[config.mk]
export PLATFORM = sky130hd
export DESIGN_NAME = sdiv_prep
export DESIGN_NICKNAME = d
export VERILOG_FILES = /design/src/hw/rtl/sdiv_pkg.sv /design/src/hw/rtl/sdiv_prep.sv
export SDC_FILE = /design/constraint.sdc
export NUM_CORES = 1
export LEC_CHECK = 0
export BUFFER_PORTS_ARGS = -buffer_cell sky130_fd_sc_hd__buf_2
export CAP_MARGIN = 20
export CORE_MARGIN = 5
export CORE_UTILIZATION = 41
export DETAILED_ROUTE_END_ITERATION = 12
export PLACE_DENSITY = 0.79
export SETUP_SLACK_MARGIN = 0.02
export SLEW_MARGIN = 0
export SYNTH_ARGS = -nofsm -noshare
export SYNTH_HDL_FRONTEND = slang
export SYNTH_SLANG_ARGS = --single-unit
[constraint.sdc]
create_clock -name clk -period 1.5 [get_ports clk]
set_input_delay 0.15 -clock clk [delete_from_list [all_inputs] [get_ports clk]]
set_output_delay 0.15 -clock clk [all_outputs]
set_load 0.005 [all_outputs]
[src/hw/rtl/sdiv_pkg.sv]
package sdiv_pkg;

  localparam int unsigned WIDTH   = 32;
  localparam int unsigned REM_W   = 31;
  localparam int unsigned STEPS   = WIDTH;
  // prep register, one register per division step, output register
  localparam int unsigned LATENCY = STEPS + 2;

  typedef struct packed {
    logic             valid;
    logic             neg;    // signs differ, negate quotient at the end
    logic             zero;   // divisor was zero
    logic [WIDTH-1:0] rem;    // partial remainder
    logic [WIDTH-1:0] nq;     // dividend bits shift out at the top, quotient bits in at the bottom
    logic [WIDTH-1:0] dmag;   // divisor magnitude
  } stage_t;

endpackage

[src/hw/rtl/sdiv_prep.sv]
module sdiv_prep (
  input  logic                          clk,
  input  logic                          rst,
  input  logic                          take,
  input  logic signed [sdiv_pkg::WIDTH-1:0] dividend,
  input  logic signed [sdiv_pkg::WIDTH-1:0] divisor,
  output sdiv_pkg::stage_t              stg_out
);

  logic [sdiv_pkg::WIDTH-1:0] nmag;
  logic [sdiv_pkg::WIDTH-1:0] dmag;

  // the most negative value keeps its bit pattern, read as unsigned 2^31
  assign nmag = dividend[sdiv_pkg::WIDTH-1] ? (~dividend + 1'b1) : dividend;
  assign dmag = divisor[sdiv_pkg::WIDTH-1]  ? (~divisor + 1'b1)  : divisor;

  always_ff @(posedge clk) begin
    if (rst) begin
      stg_out.valid <= 1'b0;
    end else begin
      stg_out.valid <= take;
    end
    stg_out.neg  <= dividend[sdiv_pkg::WIDTH-1] ^ divisor[sdiv_pkg::WIDTH-1];
    stg_out.zero <= (divisor == '0);
    stg_out.rem  <= '0;
    stg_out.nq   <= nmag;
    stg_out.dmag <= dmag;
  end

endmodule

==> impl_results.md <==
* Synth Register Bits at 67
* Critical Path RT at 1.76 ns
* Main area contributors after synthesis: dfxtp_1, xnor2_1, buf_4
* Setup TNS at 0 ns
* Die Width at 98.1 um
* CP max FO at 4
* Detail Placement HPWL at 6840 um
* Worst Max-Slew Pin Slew at 0.645 ns
* Wirelength per Cell at 13.8 um
* Row Count at 32
* Delay-heaviest family, CP: simple AND/OR/NAND/NOR gates
* Top-count cell post-synth: dfxtp_1
* Clock buffer depth at 2
* Nets@finish at 578
* Syn Std Cell Area at 3190 um^2
* Cell taking the most area after synthesis: dfxtp_1
* Cells after Synth at 310
* Crit path buf inv count at 1
* Largest net degree at the start of global routing at 34
* Gp weighted congestion at 0.908
* First-pass GRT wire length at 13400 um
* RSZ-0062 raised after global routing: no
* Ports at 166
* Vias in the first global route at 2933
* Critical path launch point type: primary input
* Yosys top cell area share at 42.1%
* Outcome: complete, no violations
* Worst path arrival time at 1.58 ns
* Distinct cells, synth at 42
* Overflow after GRT at 0
* Endpoints failing hold at 0
* DIE HEIGHT at 98.1 um
* Dpl ws at -0.168 ns
* DR pass1 iterations at 4
* Port buffer count at 133
* H-tree depth at 3
* # diodes at 0
* Maximum operating frequency at 759 MHz
* Routed Antenna Nets at 0
* All-Layer GR Usage at 16.9%
* Max cap viols at 0
* Biggest regs: stg_out: 67 flops
* Final setup violation count at 0
* Synthesized area per cell at 10.3 um^2
* Most used DFF post-synth: dfxtp_1
* Crit end category: flop
* Cts bufs inserted at 9
* Post-route setup slack at 0.183 ns
* CP max stage cell: or4_4
* # clock sinks at 67
* Number of flops mapped to enable cells by yosys at 0
* Worst vdd ir at 510 uV
* Commonest cells post-synth: dfxtp_1, xnor2_1, buf_4
* Die area at 9630 um^2
* Worst min path class: primary input to flop
* Pins Over Slew Limit at 0
* Worst-path clk slew at 0.07 ns
* Via Count at 2903
* Initial drt markers at 66
* Largest stage delay on the critical path at 0.54 ns
* Max-slew headroom at 57.0%
* Initial Util at 41.7%
* Hold_ws at 0.0229 ns
* CTS tree: built
* Layout fillers at 675
* PostCTS Resize Cnt at 0
* Drt drc at 0
* Drt via density at 4.74
* PD cells at 939 nW/um^2
* Antenna violations before repair at 0
* Most used cell, CP: or4_4
* Root buf cell: clkbuf_8
* Worst-path cell chain: buf_2, or4_4, or4_4, o31ai_4, xnor2_1
* Final Power at 4.21 mW
* Final Cycle Share at 87.8%
* Leak at 2.00 nW
* Total routed wirelength at 8420 um
* Max reg flops at 67
* Register area share after synthesis at 42.1%
* WS Path Type: primary input to flop
* Area occupied by multi-input gates at 1660 um^2
* Largest register by flop count: stg_out
* Ys Warns at 0
* Minimum clock period after layout at 1.32 ns
* Layout area overhead at 40.8%
* Ys async rst share at 0%
* Fin util at 58.7%
* Core footprint at 7650 um^2
* FF+latch area at 1340 um^2
* Fraction of layout instances using a drive strength above 1 at 45.3%
## metal layers
layer | track usage [%] | part of all wire [%] | vias up | wire length [um]
met5 | 0 | 0 | - | 0
li1 | - | - | 1416 | -
met2 | 29.7 | 49 | 139 | 4140
met1 | 19.2 | 40 | 1332 | 3350
met4 | 5.67 | 1.7 | 0 | 140
met3 | 5.86 | 9.4 | 16 | 789
## per-stage QoR
step	cell area [um^2]	cells
4_1_cts	4490	612
3_3_place_gp	4290	596
6_report	4490	612
3_5_place_dp	4290	596
5_1_grt	4490	612
2_1_floorplan	3300	341
## final timing paths
path / from / endpoint / slack [ns] / cells after the start
setup / recovery: dividend[25] / stg_out[62]$_DFF_P_ / 0.18 / 5
hold / removal: dividend[30] / stg_out[63]$_SDFF_PN0_ / 0.02 / 2
## layout by cell type, fill, tap and decap left out, drive strengths merged, types with 5 or more instances in the layout
cell    count
or3         6
nor3        8
buf       193
nand3       5
nor2       12
nand2b      5
o31ai      17
o21ai      13
dfxtp      67
xnor2      55
inv         7
clkbuf     11
nor4        5
conb       32
o41ai      18
nand2      20
## report_power, final
part / internal, mW / total (mW) / switching (mW)
combinational: 0.412 / 0.796 / 0.384
sequential: 1.96 / 2.00 / 0.0443
clock: 0.790 / 1.41 / 0.621
## final cells by class
type	count	share of cell area (%)
timing repair buffer	195	25.6
tap	102	2.84
clock inverter	3	0.892
inverter	7	0.586
sequential	67	29.9
multi-input combinational	227	37.0
clock buffer	11	3.15
## logic make-up (layout without fill, tap and decap cells)
kind of cell / count (synthesis) / count (layout) / synth area share, %
AO/OA/AOI/OAI: 51 / 51 / 14.3
XOR/XNOR: 59 / 59 / 16.2
adder cells (fa/ha/maj): 4 / 4 / 1.57
buffers and inverters: 47 / 216 / 9.39
flip-flops: 67 / 67 / 42.1
other: 1 / 32 / 0.118
AND/OR/NAND/NOR: 81 / 81 / 16.3
## what timing repair did
item | 4_1_cts | 5_1_grt
hold buffers | 2 | 0
hold endpoints to repair | 2 | 0
buffers inserted | 0 | 0
No activity file was read; power rests on OpenSTA's default activity.
