### src/hw/rtl/sdiv_pkg.sv
package sdiv_pkg;

  localparam int unsigned WIDTH   = 32;
  localparam int unsigned REM_W   = 31;
  localparam int unsigned STEPS   = WIDTH;
  // prep register, one register per division step, output register
  localparam int unsigned LATENCY = STEPS + 2;

  typedef struct packed {
    logic             valid;
    logic             neg;    // signs differ, negate quotient at the end
    logic             zero;   // divisor was zero
    logic [WIDTH-1:0] rem;    // partial remainder
    logic [WIDTH-1:0] nq;     // dividend bits shift out at the top, quotient bits in at the bottom
    logic [WIDTH-1:0] dmag;   // divisor magnitude
  } stage_t;

endpackage

### src/hw/rtl/sdiv_fix.sv
module sdiv_fix (
  input  logic                                clk,
  input  logic                                rst,
  input  sdiv_pkg::stage_t                    stg_in,
  output logic                                strobe,
  output logic signed [sdiv_pkg::WIDTH-1:0]   quotient,
  output logic        [sdiv_pkg::REM_W-1:0]   remainder
);

  logic [sdiv_pkg::WIDTH-1:0] q_fixed;

  assign q_fixed = stg_in.neg ? (~stg_in.nq + 1'b1) : stg_in.nq;

  always_ff @(posedge clk) begin
    if (rst) begin
      strobe <= 1'b0;
    end else begin
      strobe <= stg_in.valid;
    end
  end

  always_ff @(posedge clk) begin
    quotient  <= stg_in.zero ? '0 : q_fixed;
    remainder <= stg_in.zero ? '0 : stg_in.rem[sdiv_pkg::REM_W-1:0];
  end

  a_rem_below_divisor: assert property (@(posedge clk) disable iff (rst)
    stg_in.valid && !stg_in.zero |-> stg_in.rem < stg_in.dmag)
    else $error("remainder not below divisor magnitude");

endmodule

### config.mk
export PLATFORM = sky130hd
export DESIGN_NAME = sdiv_fix
export DESIGN_NICKNAME = d
export VERILOG_FILES = /design/src/hw/rtl/sdiv_pkg.sv /design/src/hw/rtl/sdiv_fix.sv
export SDC_FILE = /design/constraint.sdc
export NUM_CORES = 1
export LEC_CHECK = 0
export BUFFER_PORTS_ARGS = -buffer_cell sky130_fd_sc_hd__buf_2
export CAP_MARGIN = 30
export CORE_MARGIN = 2
export CORE_UTILIZATION = 39
export CTS_CLUSTER_DIAMETER = 50
export DETAILED_ROUTE_END_ITERATION = 7
export PLACE_DENSITY_LB_ADDON = 0.05
export REMOVE_ABC_BUFFERS = 1
export SYNTH_ARGS = -nofsm -noshare
export SYNTH_HDL_FRONTEND = slang
export SYNTH_SLANG_ARGS = --single-unit
### constraint.sdc
create_clock -name clk -period 2.65 [get_ports clk]
set_input_delay 0.795 -clock clk [delete_from_list [all_inputs] [get_ports clk]]
set_output_delay 0.795 -clock clk [all_outputs]
set_load 0.1 [all_outputs]
==> flow_metrics.env <==
export IMPL_criticalPathCategory="in2reg"
export IMPL_synth_seq_cells=64
export IMPL_maxSlewViolCount=0
export IMPL_num_vias=2619
export IMPL_clkSlewWorstSetupHoldPaths_ns=0.07
export IMPL_arrival_ns=2.62
export IMPL_p_clk_share_pct=31.5
export IMPL_drtIter0Drc=54
export IMPL_numPortBuffers=131
export IMPL_mostFrequentLayoutCell="buf_2"
export IMPL_dieArea_sq_um=7570
export IMPL_pwr_share_comb_pct=29.2
export IMPL_power_frac_seq_pct=39.2
export IMPL_drc_errors=0
export IMPL_antenna_found_initial=0
export IMPL_place_congestion=0.821
export IMPL_root_buffer="clkbuf_8"
export IMPL_start_util_pct=40.0
export IMPL_area_delta_synth_final_pct=41.3
export IMPL_ir_drop_v=0.000309
export IMPL_syn_area_sq_um=2690
export IMPL_cts_buffers=9
export IMPL_grt_max_degree=36
export IMPL_holdWs_ns=0.605
export IMPL_hp_class="in2reg"
export IMPL_synth_main_ff_cell="dfxtp_1"
export IMPL_p_int_w=0.00163
export IMPL_avgSynthCellArea_sq_um=9.30
export IMPL_worstMarginPinSlew_ns=0.619
export IMPL_maxSlewHeadroom_pct=58.5
export IMPL_wl_um=6840
export IMPL_cts_setup_buffers=0
export IMPL_core_area_sq_um=6720
export IMPL_clock_sinks=64
export IMPL_rsz0062_at_grt="no"
export IMPL_maxCapViolations=0
export IMPL_hpwl_um=5230
export IMPL_cts_repair_resized=0
export IMPL_whs_path_depth=2
export IMPL_fillers=654
export IMPL_setup_tns_ns=0
export IMPL_ys_seq_area_share_pct=47.7
export IMPL_top_layer="met4"
export IMPL_ys_types=42
export IMPL_fin_nets=545
export IMPL_grt_overflow_total=0
export IMPL_hold_violations=0
export IMPL_setup_viol=0
export IMPL_io_pins=165
export IMPL_dr_wl_met3_um=475
export IMPL_clockBufferDepth=2
export IMPL_grt_usage_pct=18.7
export IMPL_required_ns=2.87
export IMPL_fin_util_pct=56.5
export IMPL_fin_crit_sh_pct=90.6
export IMPL_met2RoutedLength_um=3180
export IMPL_grt_pass1_wl_um=11000
export IMPL_die_w_um=87.0
export IMPL_syn_inst=289
export IMPL_cp_start_kind="input port"
export IMPL_end_kind="register"
export IMPL_max_freq_mhz=416
export IMPL_yosysWarnings=0
export IMPL_ant_nets=0
export IMPL_power_density_nw_per_um2=698
export IMPL_period_needed_ns=2.40
export IMPL_die_height_um=87.0
export IMPL_place_ws_ns=-0.117
export IMPL_dp_cells=512
export IMPL_wl_met1_um=3070
export IMPL_fin_ws_ns=0.248
export IMPL_power_switching_w=0.00102
export IMPL_hold_start="rst"
export IMPL_row_count=30
export IMPL_cp_max_fo=7
export IMPL_cts_tree="done"
export IMPL_status="finished, final reports clean"
export IMPL_first_global_vias=2323
export IMPL_vias_per_cell=4.96
export IMPL_diodes=0
export IMPL_cts_hold_buffers_added=0
export IMPL_power_static_leakage_nw=1.79
export IMPL_drive_above_1_share_pct=43.3
export IMPL_synth_edf_count=0
export IMPL_final_cells=528
export IMPL_layout_common_cells="buf_2 (131), dfxtp_1 (64), nor2b_1 (44)"
export IMPL_cts_max_level=3
export IMPL_firstDrtPassIters=4
export IMPL_async_reset_ff_share_pct=0
export IMPL_min_to="strobe$_SDFF_PP0_"
export IMPL_netSwitchingFraction_pct=38.6
export IMPL_avgRoutedWirePerCell_um=13.0
-- sequential cells by signal, summed over array words and instances (netlist names) --
name and flops:
quotient 32, remainder 31, strobe 1
-- metrics by stage --
step | power (W) | cell area [sq um]
2_1_floorplan | 0.00164 | 2620
3_3_place_gp | 0.00183 | 3600
3_5_place_dp | 0.00184 | 3600
4_1_cts | 0.00268 | 3790
5_1_grt | 0.00276 | 3790
6_report | 0.00265 | 3790
-- synthesized netlist by cell type (all sizes together) (3+ instances only) --
cell,count,share of area (%)
nor4,9,2.9
a31oi,6,1.4
clkbuf,16,2.2
nor3,10,1.9
dfxtp,64,48
nor2,30,4.2
mux2,10,4.2
or3,9,2.2
or4,10,2.8
nor2b,44,10
and3,5,1.2
xor2,9,2.9
nand2,5,0.70
inv,4,0.56
o41ai,5,1.6
a21oi,11,2.0
o311ai,3,0.98
nand3,4,0.75
o21ai,11,2.0
nand4,3,0.70
-- logic make-up after synthesis --
family          synth area share [%]
simple gates                    30.7
flops                           47.7
compound gates                  9.69
buf+inv                         3.26
xor+xnor                        3.59
mux                             4.56
fa+ha+maj                      0.466
-- critical path, stage by stage --
cell and delay, ns:
buf_2 0.10, inv_1 0.07, ha_1 0.16, or4b_1 0.43, buf_4 0.18, nor4_1 0.29, buf_4 0.18, a21oi_1 0.05
or3_1 0.36
-- power by group through the flow --
stage	registers, W	logic [W]	clock network, W
after floorplan	0.00154	0.000108	0
after global placement	0.00106	0.000773	0
after detailed placement	0.00106	0.000777	0
after CTS	0.00104	0.000779	0.000858
after global routing	0.00104	0.000814	0.000906
final	0.00104	0.000774	0.000835
-- worst max-delay path by stage --
| stage | from | endpoint | slack [ns] | cells after the start |
|---|---|---|---|---|
| 4_1_cts | stg_in[32] | quotient[28]$_SDFF_PP0_ | 0.23 | 9 |
| 6_report | stg_in[32] | quotient[28]$_SDFF_PP0_ | 0.25 | 9 |
| 3_3_place_gp | stg_in[32] | quotient[28]$_SDFF_PP0_ | -0.13 | 9 |
| 2_1_floorplan | stg_in[32] | quotient[30]$_SDFF_PP0_ | 0.1 | 6 |
| 3_5_place_dp | stg_in[32] | quotient[28]$_SDFF_PP0_ | -0.12 | 9 |
| 5_1_grt | stg_in[32] | quotient[28]$_SDFF_PP0_ | 0.10 | 9 |
-- layer usage --
layer	up-vias	track usage [%]
li1	1331	-
met1	1182	24.1
met2	95	30.0
met3	11	4.74
met4	0	7.10
met5	-	0
-- cell type report --
class	count	area [sq um]	area share (%)
Tap cell	80	100	2.64
Timing Repair Buffer	161	881	23.2
Clock buffer	10	128	3.36
Multi-Input combinational cell	202	1320	34.7
Clock inverter	6	68.8	1.81
Sequential cell	64	1280	33.8
Inverter	5	18.8	0.495
Note: power is estimated with default switching activity, not from simulation.
