File: src/hw/rtl/sdiv_pkg.sv
package sdiv_pkg;

  localparam int unsigned WIDTH   = 32;
  localparam int unsigned REM_W   = 31;
  localparam int unsigned STEPS   = WIDTH;
  // prep register, one register per division step, output register
  localparam int unsigned LATENCY = STEPS + 2;

  typedef struct packed {
    logic             valid;
    logic             neg;    // signs differ, negate quotient at the end
    logic             zero;   // divisor was zero
    logic [WIDTH-1:0] rem;    // partial remainder
    logic [WIDTH-1:0] nq;     // dividend bits shift out at the top, quotient bits in at the bottom
    logic [WIDTH-1:0] dmag;   // divisor magnitude
  } stage_t;

endpackage

File: src/hw/rtl/sdiv_step.sv
module sdiv_step (
  input  logic             clk,
  input  logic             rst,
  input  sdiv_pkg::stage_t stg_in,
  output sdiv_pkg::stage_t stg_out
);

  logic [sdiv_pkg::WIDTH-1:0] rem_sh;
  logic                       fits;

  // remainder stays below the divisor magnitude, so its top bit is free to shift out
  assign rem_sh = {stg_in.rem[sdiv_pkg::WIDTH-2:0], stg_in.nq[sdiv_pkg::WIDTH-1]};
  assign fits   = (rem_sh >= stg_in.dmag);

  always_ff @(posedge clk) begin
    if (rst) begin
      stg_out.valid <= 1'b0;
    end else begin
      stg_out.valid <= stg_in.valid;
    end
    stg_out.neg  <= stg_in.neg;
    stg_out.zero <= stg_in.zero;
    stg_out.rem  <= fits ? (rem_sh - stg_in.dmag) : rem_sh;
    stg_out.nq   <= {stg_in.nq[sdiv_pkg::WIDTH-2:0], fits};
    stg_out.dmag <= stg_in.dmag;
  end

endmodule

File: config.mk
export PLATFORM = sky130hd
export DESIGN_NAME = sdiv_step
export DESIGN_NICKNAME = d
export VERILOG_FILES = /design/src/hw/rtl/sdiv_pkg.sv /design/src/hw/rtl/sdiv_step.sv
export SDC_FILE = /design/constraint.sdc
export NUM_CORES = 1
export LEC_CHECK = 0
export BUFFER_PORTS_ARGS = -buffer_cell sky130_fd_sc_hd__buf_4
export CORE_MARGIN = 8
export CORE_UTILIZATION = 45
export DETAILED_ROUTE_END_ITERATION = 6
export PLACE_DENSITY_LB_ADDON = 0.25
export SYNTH_ARGS = -nofsm -noshare
export SYNTH_HDL_FRONTEND = slang
export SYNTH_SLANG_ARGS = --single-unit
File: constraint.sdc
create_clock -name clk -period 7.25 [get_ports clk]
set_input_delay 1.45 -clock clk [delete_from_list [all_inputs] [get_ports clk]]
set_output_delay 1.45 -clock clk [all_outputs]
set_load 0.01 [all_outputs]
==> metrics.txt, run 1 <==
DRC viols 0; root buffer cell clkbuf_8; commonest cells after routing, fill and taps aside buf_4, dfxtp_1, inv_1; Async S/R FF share, synth 0; Final Non-Filler Cells 749; setup_tns 0 ns; Worst setup EP type register; sequential-to-total area share from yosys stat 0.461; clk buf depth 2; Routed Antenna Nets 0; Slew HR 0.415; core box area 9240 um2; Overflow after GRT 0; Die ar. 12900 um2; biggest regs stg_out x99; Initial Utilization 0.465; CTS buffer count 9; WS Path Type input pin to register; IO buf count 198; clk sink count 99; FF+latch count, synth 99; max-slew violations 0; Syn Std Cell Area 4300 um2; post-DP HPWL 9720 um; multi-input gate area in the final layout 2090 um2; wire per inst 15.8 um; max_cap viols 0; post-synth net total 555; Initial DRC Count 235; Die H 114 um; reported leakage power 2.94 nW; post-CTS sizing 0; via/cell ratio 4.97; vias in the first global route 3893; Worst-Margin Slew 0.866 ns; Die Width 114 um; share of layout cells above drive strength 1 0.397; outcome finished clean; largest net degree at the start of global routing 21; Routed WL 11800 um; final design area excluding fillers 6060 um2; maximum VDD drop 0.204 mV; CTS tree built; Hold Path Class input pin to register; final setup vio count 0; Seq. cell area 1980 um2; Largest register FFs 99; initial antenna violation count 0; H-tree levels 3; unrepaired setup endpoints after global routing false; Power Dens Cells 219 nW/um2; Clock transition at path regs 0.10 ns; final net count 749; # diodes 0; # hold bufs at CTS 0; WHS Path Cells 1; global-route wire length before repair 18800 um; Yosys cell types 55; Area Growth Syn to Fin 41.0%; Biggest register stg_out; Syn Inst Count 421; Util after Layout 0.656; row cnt 35; GP Congestion 0.797; Crit path arrival time 4.74 ns; Ports 200; YS warnings 0; Via Count 3720; Setup Buffers After CTS 0; period utilisation layout 0.617; hold slack 1.17 ns; Tot GR Track Use 0.181; fmax 0.224 GHz; Post-Syn Area per Cell 10.2 um2; dpl cells 733; CP startpoint kind input pin; Worst EP required 7.52 ns; Post-synth EDFFs 0; DP Area 5870 um2; most common cell after layout, fill and taps aside buf_4; Pre-antenna DRT Iters 4; min Tclk post-route 4.47 ns; Filler cells 765; Synth Flop Type dfxtp_1; CP Max Fanout 20; Fin. Hold Viols 0
## where the power goes
group	switching (W)	total (W)	internal, W
clock	0.000200	0.000340	0.000141
combinational	0.000179	0.000376	0.000197
sequential	0.0000138	0.000611	0.000597
total	0.000392	0.00133	0.000935
## worst paths after layout
check | slack [ns] | startpoint | to
worst max-delay path | 2.78 | stg_in[63] | stg_out[73]$_DFF_P_
worst min-delay path | 1.17 | stg_in[46] | stg_out[47]$_DFF_P_
## cells in the mapped netlist (7+ instances only)
library cell,count,area share
mux2_2,24,0.063
nand4_1,7,0.010
o21ai_0,15,0.017
a21oi_1,31,0.036
xor2_1,10,0.020
nand2_1,20,0.017
clkbuf_1,12,0.010
inv_1,37,0.032
xnor2_1,18,0.037
nor2_1,17,0.015
a21o_1,8,0.014
nand3_1,8,0.0093
dfxtp_1,99,0.46
ha_1,32,0.093
## logic make-up (layout without fill, tap and decap cells)
| logic type | Yosys count | in the layout | synth area share |
|---|---|---|---|
| flops | 99 | 99 | 0.461 |
| xor+xnor | 28 | 28 | 0.0570 |
| fa+ha+maj | 33 | 33 | 0.0978 |
| compound gates | 101 | 101 | 0.164 |
| simple gates | 75 | 75 | 0.0856 |
| buf+inv | 53 | 252 | 0.0518 |
| mux | 32 | 32 | 0.0832 |
## worst max-delay path, stage by stage
cell	delay, ns
buf_4	0.10
inv_1	0.07
ha_1	0.18
fa_1	0.22
nor2b_1	0.07
o31a_1	0.30
o41ai_2	0.41
a21oi_2	0.20
o21ai_1	0.18
a21oi_1	0.11
a211oi_4	0.64
buf_4	0.41
mux2_2	0.37
## layer usage
| metal | share of wire | GRT usage |
|---|---|---|
| met1 | 0.41 | 0.194 |
| met2 | 0.48 | 0.313 |
| met3 | 0.10 | 0.0819 |
| met4 | 0.014 | 0.0568 |
| met5 | 0 | 0 |
## per-stage QoR
stage / worst slack (ns) / power, W
floorplan: 3.35 / 0.000836
global placement: 2.40 / 0.000996
detailed placement: 2.35 / 0.00100
CTS: 2.74 / 0.00135
global route: 2.50 / 0.00141
finish: 2.78 / 0.00133
## cell type report
| class | count | share of cell area |
|---|---|---|
| multi-input combinational | 269 | 0.346 |
| sequential | 99 | 0.327 |
| timing repair buffer | 199 | 0.246 |
| tap | 129 | 0.0266 |
| inverter | 37 | 0.0229 |
| clock buffer | 10 | 0.0227 |
| clock inverter | 6 | 0.00888 |
Note: power is estimated with default switching activity, not from simulation.
==> run 2, diff against run 1 <==
--- a/config.mk
+++ b/config.mk
@@ -5,6 +5,7 @@
 export SDC_FILE = /design/constraint.sdc
 export NUM_CORES = 1
 export LEC_CHECK = 0
+export ABC_AREA = 1
 export BUFFER_PORTS_ARGS = -buffer_cell sky130_fd_sc_hd__buf_4
 export CORE_MARGIN = 8
 export CORE_UTILIZATION = 45
==> constraint.sdc (replaced) <==
create_clock -name clk -period 3.8 [get_ports clk]
set_input_delay 0.76 -clock clk [delete_from_list [all_inputs] [get_ports clk]]
set_output_delay 0.76 -clock clk [all_outputs]
set_load 0.01 [all_outputs]
==> run 2 against run 1 <==
Net effect:
- clock power rose to 2.7 times the previous value
- area after synthesis rose by 21%
- worst hold slack got worse by 0.66 ns
- design area rose by 17%
- sequential share of layout area fell by 4.8 points
- global-route usage rose by 1.1 points
- worst setup slack got worse by 1.6 ns
- via count rose by 37%
- clock-buffer cell count rose by 1
==> metrics.txt, run 2 <==
Routed Antenna Nets 0; fmax 0.382 GHz; Fin. Hold Viols 0; wire length on met1 6280 um; metal3 WL 1920 um; outcome finished clean; synth cell count leaders nand2_1, inv_1, dfxtp_1; Tot GR Track Use 0.192; most common cell in the netlist nand2_1; final setup vio count 0; max_cap viols 0; biggest regs stg_out x99; post-CTS sizing 0; Yosys cell types 30; cell mode on critical path nand2_1; Routed WL 15000 um; CP Max Fanout 36; Worst setup EP type register; share of layout cells above drive strength 1 0.271; DRC viols 0; post-synth net total 900; IO buf count 198; Top Metal Used met4; Syn Std Cell Area 5220 um2; Setup Buffers After CTS 0; dpl cells 1101; Largest register FFs 99; Biggest register stg_out; Post-Syn Area per Cell 6.81 um2; row cnt 39; setup_tns 0 ns; met2 WL 6650 um; final net count 1103; core box area 11400 um2; vias in the first global route 4730; Initial Utilization 0.459; CP max stage cell fa_1; top cells by area, synth dfxtp_1, nand2_1, inv_1; # diodes 0; CP Cell Sequence buf_4, ha_1, fa_1, inv_1, nand2_1, nand2_1, nand3_1, nand2_1, nand2_1, nand3_2, nand2_4, nand2_8, inv_6, nand2_2, nand2_1; period utilisation layout 0.688; H-tree levels 3; CTS tree built; WS Path Type input pin to register; min Tclk post-route 2.62 ns; sw frac 0.306; combinational share of power 0.277; Int Pwr 0.00201 W; Hold Path Class input pin to register; Clock transition at path regs 0.08 ns; Util after Layout 0.624; Pre-antenna DRT Iters 5; clk buf depth 2; maximum VDD drop 0.418 mV; largest net degree at the start of global routing 37; most common cell after layout, fill and taps aside nand2_1; Area Growth Syn to Fin 36.1%; clk sink count 99; CTS buffer count 9; root buffer cell clkbuf_16; GP Congestion 0.889; dominant cell type by area after synthesis dfxtp_1; commonest cells after routing, fill and taps aside nand2_1, buf_4, inv_1; Die H 124 um; Slew HR 0.753; Overflow after GRT 0; Worst EP required 4.04 ns; Worst-Margin Slew 0.368 ns; post-synth top area share 0.380; Syn Inst Count 766; Clk pwr share 0.320; Crit path arrival time 2.86 ns; initial antenna violation count 0; Seq pwr share 0.403; DP Area 6800 um2; Filler cells 1094; Die Width 124 um; sequential-to-total area share from yosys stat 0.380; Synth Flop Type dfxtp_1; Initial DRC Count 217; Via Count 5082; Die ar. 15300 um2; final design area excluding fillers 7100 um2; Ports 200; Async S/R FF share, synth 0; Final Non-Filler Cells 1117; Crit path largest cell delay 0.38 ns; Post-synth EDFFs 0; CP startpoint kind input pin; unrepaired setup endpoints after global routing false; P_sw 0.000886 W; YS warnings 0; max-slew violations 0; global-route wire length before repair 22600 um; # hold bufs at CTS 0; Power Dens Cells 408 nW/um2; FF+latch count, synth 99; reported leakage power 4.16 nW; via/cell ratio 4.55; post-DP HPWL 12500 um; wire per inst 13.4 um
==> run 2: through the flow <==
step	worst slack [ns]	hold slack, ns	total power, W
2_1_floorplan	1.40	0.788	0.00166
4_1_cts	1.20	0.494	0.00293
3_3_place_gp	0.877	0.864	0.00199
6_report	1.18	0.505	0.00289
3_5_place_dp	0.835	0.866	0.00200
5_1_grt	1.04	0.488	0.00306
==> run 2: routing by layer <==
metal / GRT usage / vias up
met5: 0 / -
met4: 0.0489 / 0
met3: 0.0798 / 11
met2: 0.315 / 216
met1: 0.228 / 2176
li1: - / 2679
==> run 2: worst max-delay path: cells and delay by family <==
family,cells,cell delay (ns)
adders and majority gates,2,0.59
and+or+nand+nor,10,1.05
buffers and inverters,3,0.42
==> run 2: kinds of logic after synthesis <==
group,Yosys count,share of synthesized area
AO/OA/AOI/OAI,25,0.0266
adder cells (fa/ha/maj),33,0.0806
buffers and inverters,171,0.135
AND/OR/NAND/NOR,424,0.355
XOR/XNOR,14,0.0235
flip-flops,99,0.380
==> run 2: area by class of cell <==
type	count	area (um2)	area share
multi-input cells	496	2530	0.357
flip-flops and latches	99	1980	0.279
repair buffers	198	1490	0.209
inverters	165	624	0.0880
clock buffers	11	233	0.0328
well taps	143	179	0.0252
clock inverters	5	62.6	0.00881
==> run 2: path summary, 6_finish.rpt <==
check,startpoint,end,slack (ns),depth (start not counted)
setup / recovery,stg_in[0],stg_out[90]$_DFF_P_,1.18,15
hold / removal,stg_in[28],stg_out[28]$_DFF_P_,0.50,1
==> run 2: power groups by stage <==
stage	Sequential, W	Combinational (W)	Clock (W)
floorplan	0.00124	0.000417	0
global placement	0.00119	0.000798	0
detailed placement	0.00119	0.000808	0
CTS	0.00117	0.000811	0.000949
global route	0.00117	0.000896	0.000990
finish	0.00117	0.000802	0.000926
